## src/hdl/nls_pkg.sv

```systemverilog
// shared types and constants for the nv12 letterbox rgb sampler
// no dependencies
package nls_pkg;

  localparam int unsigned DIM_W  = 12;  // geometry register width
  localparam int unsigned ADDR_W = 24;  // internal byte address width
  localparam int unsigned DIVN_W = 24;  // divider dividend / quotient width
  localparam int unsigned DIVD_W = 13;  // divider divisor width
  localparam int unsigned ACC_W  = 20;  // color accumulator width
  localparam int unsigned MAX_DIM = 2048;  // largest geometry register value

  localparam logic [7:0] PAD_VALUE = 8'd114;

  // configuration register indexes
  typedef enum logic [2:0] {
    REG_SRC_WIDTH    = 3'd0,
    REG_SRC_HEIGHT   = 3'd1,
    REG_ROW_STRIDE   = 3'd2,
    REG_PLANE_ROWS   = 3'd3,
    REG_MODEL_WIDTH  = 3'd4,
    REG_MODEL_HEIGHT = 3'd5
  } reg_idx_e;

  typedef enum logic [0:0] {
    REQ_WRITE = 1'b0,
    REQ_PIXEL = 1'b1
  } req_type_e;

  typedef struct packed {
    logic        req_type;
    logic [22:0] byte_addr;
    logic [7:0]  byte_value;
    logic [10:0] dst_x;
    logic [10:0] dst_y;
  } in_req_t;

  typedef struct packed {
    logic [7:0] red;
    logic [7:0] green;
    logic [7:0] blue;
    logic       in_image;
  } out_rsp_t;

  // frame memory port request
  typedef struct packed {
    logic              we;
    logic              re;
    logic [ADDR_W-1:0] addr;
    logic [7:0]        wdata;
  } mem_req_t;

  typedef enum logic [4:0] {
    S_IDLE,
    S_G_MUL0,
    S_G_MUL1,
    S_G_MULW,
    S_G_DIVW,
    S_G_WAITW,
    S_G_MULH,
    S_G_DIVH,
    S_G_WAITH,
    S_P_CHECK,
    S_P_DIVX,
    S_P_WAITX,
    S_P_MULY,
    S_P_DIVY,
    S_P_WAITY,
    S_P_MULA,
    S_P_RDY,
    S_P_MULC,
    S_P_CADDR,
    S_P_RDU,
    S_P_RDV,
    S_P_LATV,
    S_P_SUM,
    S_P_CLAMP,
    S_OUT
  } state_e;

  // floor(v / 256) clamped to a byte
  function automatic logic [7:0] clamp_byte(input logic signed [ACC_W-1:0] v);
    logic signed [ACC_W-9:0] s;
    s = v[ACC_W-1:8];
    if (s < 0) begin
      clamp_byte = 8'd0;
    end else if (s > 255) begin
      clamp_byte = 8'd255;
    end else begin
      clamp_byte = s[7:0];
    end
  endfunction

endpackage

```

## src/hdl/nls_div.sv

```systemverilog
// iterative restoring divider, one quotient bit per cycle
// depends on nls_pkg
module nls_div
  import nls_pkg::*;
(
  input  logic              clk_i,
  input  logic              rst_ni,
  input  logic              start_i,
  input  logic [DIVN_W-1:0] dividend_i,
  input  logic [DIVD_W-1:0] divisor_i,
  output logic              done_o,
  output logic [DIVN_W-1:0] quotient_o
);

  localparam int unsigned CNT_W = $clog2(DIVN_W + 1);

  logic [DIVN_W-1:0] quo_q, quo_d;
  logic [DIVD_W-1:0] rem_q, rem_d;
  logic [DIVD_W-1:0] dvs_q, dvs_d;
  logic [CNT_W-1:0]  cnt_q, cnt_d;
  logic              done_q, done_d;
  logic [DIVD_W:0]   shifted;
  logic [DIVD_W:0]   trial;

  // one restoring step
  always_comb begin
    quo_d   = quo_q;
    rem_d   = rem_q;
    dvs_d   = dvs_q;
    cnt_d   = cnt_q;
    done_d  = 1'b0;
    shifted = {rem_q, quo_q[DIVN_W-1]};
    trial   = shifted - {1'b0, dvs_q};
    if (start_i) begin
      quo_d = dividend_i;
      rem_d = '0;
      dvs_d = divisor_i;
      cnt_d = CNT_W'(DIVN_W);
    end else if (cnt_q != '0) begin
      cnt_d = cnt_q - 1'b1;
      if (!trial[DIVD_W]) begin
        rem_d = trial[DIVD_W-1:0];
        quo_d = {quo_q[DIVN_W-2:0], 1'b1};
      end else begin
        rem_d = shifted[DIVD_W-1:0];
        quo_d = {quo_q[DIVN_W-2:0], 1'b0};
      end
      done_d = (cnt_q == CNT_W'(1));
    end
  end

  always_ff @(posedge clk_i or negedge rst_ni) begin
    if (!rst_ni) begin
      cnt_q  <= '0;
      done_q <= 1'b0;
    end else begin
      cnt_q  <= cnt_d;
      done_q <= done_d;
    end
  end

  always_ff @(posedge clk_i) begin
    quo_q <= quo_d;
    rem_q <= rem_d;
    dvs_q <= dvs_d;
  end

  assign done_o     = done_q;
  assign quotient_o = quo_q;

endmodule

```

## config.mk

```make
export PLATFORM = sky130hd
export DESIGN_NAME = nls_div
export DESIGN_NICKNAME = d
export VERILOG_FILES = /design/src/hdl/nls_pkg.sv /design/src/hdl/nls_div.sv
export SDC_FILE = /design/constraint.sdc
export NUM_CORES = 1
export LEC_CHECK = 0
export ABC_CLOCK_PERIOD_IN_PS = 3750
export BUFFER_PORTS_ARGS = -buffer_cell sky130_fd_sc_hd__buf_2
export CAP_MARGIN = 20
export CORE_MARGIN = 4
export CORE_UTILIZATION = 50
export DETAILED_ROUTE_END_ITERATION = 10
export PLACE_DENSITY = 0.72
export SLEW_MARGIN = 30
export SYNTH_ARGS = -nofsm -noshare
export SYNTH_HDL_FRONTEND = slang
export SYNTH_SLANG_ARGS = --single-unit
```

## constraint.sdc

```tcl
create_clock -name clk_i -period 3.75 [get_ports clk_i]
set_input_delay 0.375 -clock clk_i [delete_from_list [all_inputs] [get_ports clk_i]]
set_output_delay 0.375 -clock clk_i [all_outputs]
set_load 0.03 [all_outputs]
```

* Word level (Yosys, flattened, before mapping)
Cells that the tools add are included.
Word-level totals: register bits after elaboration 56, input port bits 40, output and inout bits 25
Cells by class: equality and inequality tests 1, $add $sub $neg 2, reduce and logical (&&, ||, !) cells 2, multiplexer cells 8
Operators with widths (count):
- $mux 24 | 2
- $sub 14x13->14 | 1
- $mux 13 | 1
- $mux 5 | 2
- $eq 5x1->1 const B | 1
- $reduce_bool 5->1 | 1
- $sub 5x1->5 const B | 1
- $mux 1 | 3
- $reduce_bool 2->1 | 1

* Depth between registers and ports, before layout
word-level depth 4, gate-level depth with buffers 12

* Worst setup path after synthesis
Ideal clock, no wire load.
kind register to register, start point reg quo_q[23], in the netlist quotient_o[23], end point reg rem_q[2], setup time 0.122 ns, clock period less this slack 2.519 ns, setup slack 1.231 ns, arrival 2.397 ns, cell stages (with the launch flop) 11, cells stage by stage edfxtp_1 -> inv_1 -> ha_1 -> nor2b_1 -> o2111ai_1 -> a211oi_1 -> o21ai_2 -> or2_1 -> buf_6 -> and4_1 -> a311o_1
On the way: cells in the longest elaborated chain, start to end 2
Ends and longest elaborated chain:
- from (decl) | line nls_div.sv:17 | logic [DIVN_W-1:0] quo_q, quo_d;
- from (signal assigned) | line nls_div.sv:63 | quo_q <= quo_d;
- $sub 14x13->14 | line nls_div.sv:33 | trial = shifted - {1'b0, dvs_q};
- $mux 13 | line nls_div.sv:41 | if (!trial[DIVD_W]) begin
- to (signal assigned) | line nls_div.sv:64 | rem_q <= rem_d;
- to (decl) | line nls_div.sv:18 | logic [DIVD_W-1:0] rem_q, rem_d;
Every way passes these cells. A chain may end at the register's enable or synchronous reset.

* Final worst setup path
start point reg dvs_q[6], end point reg rem_q[2]
On the way: cells in the longest elaborated chain, start to end 2
Ends and longest elaborated chain:
- from (decl) | line nls_div.sv:19 | logic [DIVD_W-1:0] dvs_q, dvs_d;
- from (signal assigned) | line nls_div.sv:65 | dvs_q <= dvs_d;
- $sub 14x13->14 | line nls_div.sv:33
- $mux 13 | line nls_div.sv:41
Every way passes these cells.

==> results.yml <==
status:
  run_status: "completed"
critical_path:
  max_stage_delay_ps: 630
  worstReg2RegStart: "dvs_q[6]"
  path_max_fanout: 16
  r2r_slack_ps: 750
  critPathBufInv: 1
  critPathLaunchType: "flop"
  worstPathArrival_ps: 3200
  criticalPathCategory: "flop to flop"
  crit_path_end_kind: "flop"
  path_cells: "inv_1 -> ha_1 -> a211oi_2 -> nor3_1 -> or4b_4 -> o21ai_2 -> or2_1 -> nor4_1 -> a311o_1"
  worstSetupStartpoint: "dvs_q[6]"
  r2r_end: "rem_q[2]"
  critPathRequiredTime_ps: 3940
  ff2ff_path_depth: 9
  crit_path_top_delay_cell: "or2_1"
  cp_top_family: "simple AND/OR/NAND/NOR gates"
  endpoint: "rem_q[2]"
  critical_path_depth: 9
cts:
  cts.repair.resized: 0
  hold_buffers: 1
  cts_setup_buffers: 0
  clock_path_buffers: 2
  clk_pin_slew_worst_paths_ps: 100
  cts_tree: "built"
  root_buffer: "clkbuf_8"
  cts_sinks: 56
  clk_latency_ps: 300
  htreeDepth: 2
  cts_buffers: 5
route:
  wirelength_mm: 5.94
  vias_per_cell: 5.40
  drt_iter0_markers: 136
  wl_per_cell_um: 15.0
  detail-route-antenna-nets: 0
  drc: 0
  first_pass_iters: 4
  num_vias: 2134
synth:
  synth_nets: 317
  synth.area.mux_share: 0.120
  synth_compound_area_frac: 0.123
  netlist_area_um2: 3000
  synth_edf_count: 37
  seq_area_frac_synth: 0.507
  synth-adder-area-share: 0.0734
  avgSynthCellArea_um2: 11.5
  syn_inst: 260
  ys_ff_latch: 56
  synth_top_family_by_area: "compound AO/OA/AOI/OAI gates"
  synth_xor_xnor_area_share: 0.0292
  synth_ff_type: "edfxtp_1"
  synth.distinct_cells: 47
  yosys_warnings: 0
  async_flop_share: 0.107
  synthSimpleGateAreaFrac: 0.102
sta:
  layout_min_cycle_time_ps: 3000
  hold_viol: 0
  finalCritPeriodShare: 0.800
  setup_viol: 0
  fin_worst_skew_ps: 9.46
  rsz0062_at_grt: "false"
  fmax_ghz: 0.333
  fin_setup_tns_ps: 0
  worst_pin_slew_ps: 865
  slew_headroom: 0.422
  holdWs_ps: 237
  slew_viol_final: 0
pwr:
  finalPower_w: 0.00136
  p_leak_nw: 1.54
  cellPowerDensity_nw_per_um2: 395
  vdd_drop_max_mv: 0.243
die:
  fp-row-count: 27
  die_w_um: 85.5
  start_util: 0.529
  core_um2: 5680
  die_area_um2: 7300
  io_pins: 65
  die_h_um: 85.5
final_layout:
  drive_gt1_frac: 0.316
  final_util: 0.607
  nets: 379
  num_antenna_cells: 0
  syn_to_final_growth_pct: 14.8
  final_cell_mix: "buf_2 (64), edfxtp_1 (37), nor2_1 (25)"
  final_common_cell: "buf_2"
  final_area_um2: 3440
worst_hold_path:
  hold_class: "input port to flop"
global_route:
  first_global_vias: 2113
  gr-total-overflow: 0
  grt_max_degree: 55
  track_usage: 0.168
  grt_first_pass_wirelength_mm: 9.81
  antenna_found_initial: 0
placement:
  place_area_um2: 3350
  port_buffers: 64
  hpwlAfterDp_mm: 4.29
  gp_congestion: 0.870
job:
  maxCapViolCount: 0
-- metrics by stage --
stage	instances	setup slack, ps
2_1_floorplan	260	1230
3_3_place_gp	386	871
3_5_place_dp	386	791
4_1_cts	395	768
5_1_grt	395	528
6_report	395	748
-- final cells by class --
type                    count  area [um^2]
clock buffers               5         68.8
repair buffers             66          338
inverters                  17         63.8
clock inverters             3         17.5
multi-input cells         176         1350
well taps                  72         90.1
flip-flops and latches     56         1520
fillers                   488         2230
-- report_power, final --
group	total [W]	switching, W	internal, W
logic	0.000288	0.000168	0.000120
registers	0.000745	0.0000293	0.000716
clock network	0.000327	0.000196	0.000131
total	0.00136	0.000393	0.000967
-- state kept, by name, indices dropped and copies added, names as in the netlist --
signal      count
dvs_q          13
cnt_q           5
quotient_o     24
done_o          1
rem_q          13
-- routing by layer --
layer | track usage | part of all wire | up-vias | wire length, um
li1 | - | - | 1090 | -
met1 | 0.206 | 0.44 | 996 | 2640
met2 | 0.295 | 0.50 | 40 | 3000
met3 | 0.0388 | 0.041 | 8 | 242
met4 | 0.0446 | 0.011 | 0 | 66
met5 | 0 | 0 | - | 0
-- worst min-delay path by stage --
stage	cells past startpoint	start	to	slack, ps
6_report	1	divisor_i[2]	dvs_q[2]	240
4_1_cts	1	divisor_i[2]	dvs_q[2]	230
3_3_place_gp	1	rst_ni	cnt_q[4]	200
5_1_grt	1	divisor_i[0]	dvs_q[0]	220
2_1_floorplan	0	rst_ni	cnt_q[0]	80
3_5_place_dp	1	rst_ni	cnt_q[4]	210
-- worst reg2reg max path, stage by stage (launching register included) --
cell      delay [ps]
edfxtp_1         340
inv_1             40
ha_1             380
a211oi_2         250
nor3_1           110
or4b_4           520
o21ai_2          170
or2_1            630
nor4_1           120
a311o_1          340
-- synth_stat cells (2+ instances only) --
library cell   n  area, um^2
a211oi_1      11        82.6
a21o_1         2        15.0
a21oi_1       13        65.1
a311oi_1       3        26.3
and4_1         3        26.3
buf_1          2        7.51
buf_6          2        22.5
clkbuf_1       6        22.5
dfrtp_1        6         150
dfxtp_1       13         260
edfxtp_1      37        1110
ha_1          16         200
inv_1         17        63.8
mux2_2        24         270
mux2i_1        9        90.1
nand2_1       15        56.3
nand2b_1       2        12.5
nor2_1        25        93.8
nor2b_1        3        18.8
nor3_1         4        20.0
nor4_1         2        12.5
o211ai_1       2        15.0
o21a_1         2        15.0
o21ai_0        8        40.0
or3_1          2        12.5
xnor2_1       10        87.6
-- logic make-up (layout without fill, tap and decap cells) --
family | count (synthesis) | in the layout
and+or+nand+nor | 63 | 63
DFF | 56 | 56
AOI/OAI and AO/OA | 53 | 53
muxes | 33 | 33
buffers and inverters | 28 | 91
adders and majority gates | 17 | 17
xor gates and xnor gates | 10 | 10
No activity file was read; power rests on OpenSTA's default activity.
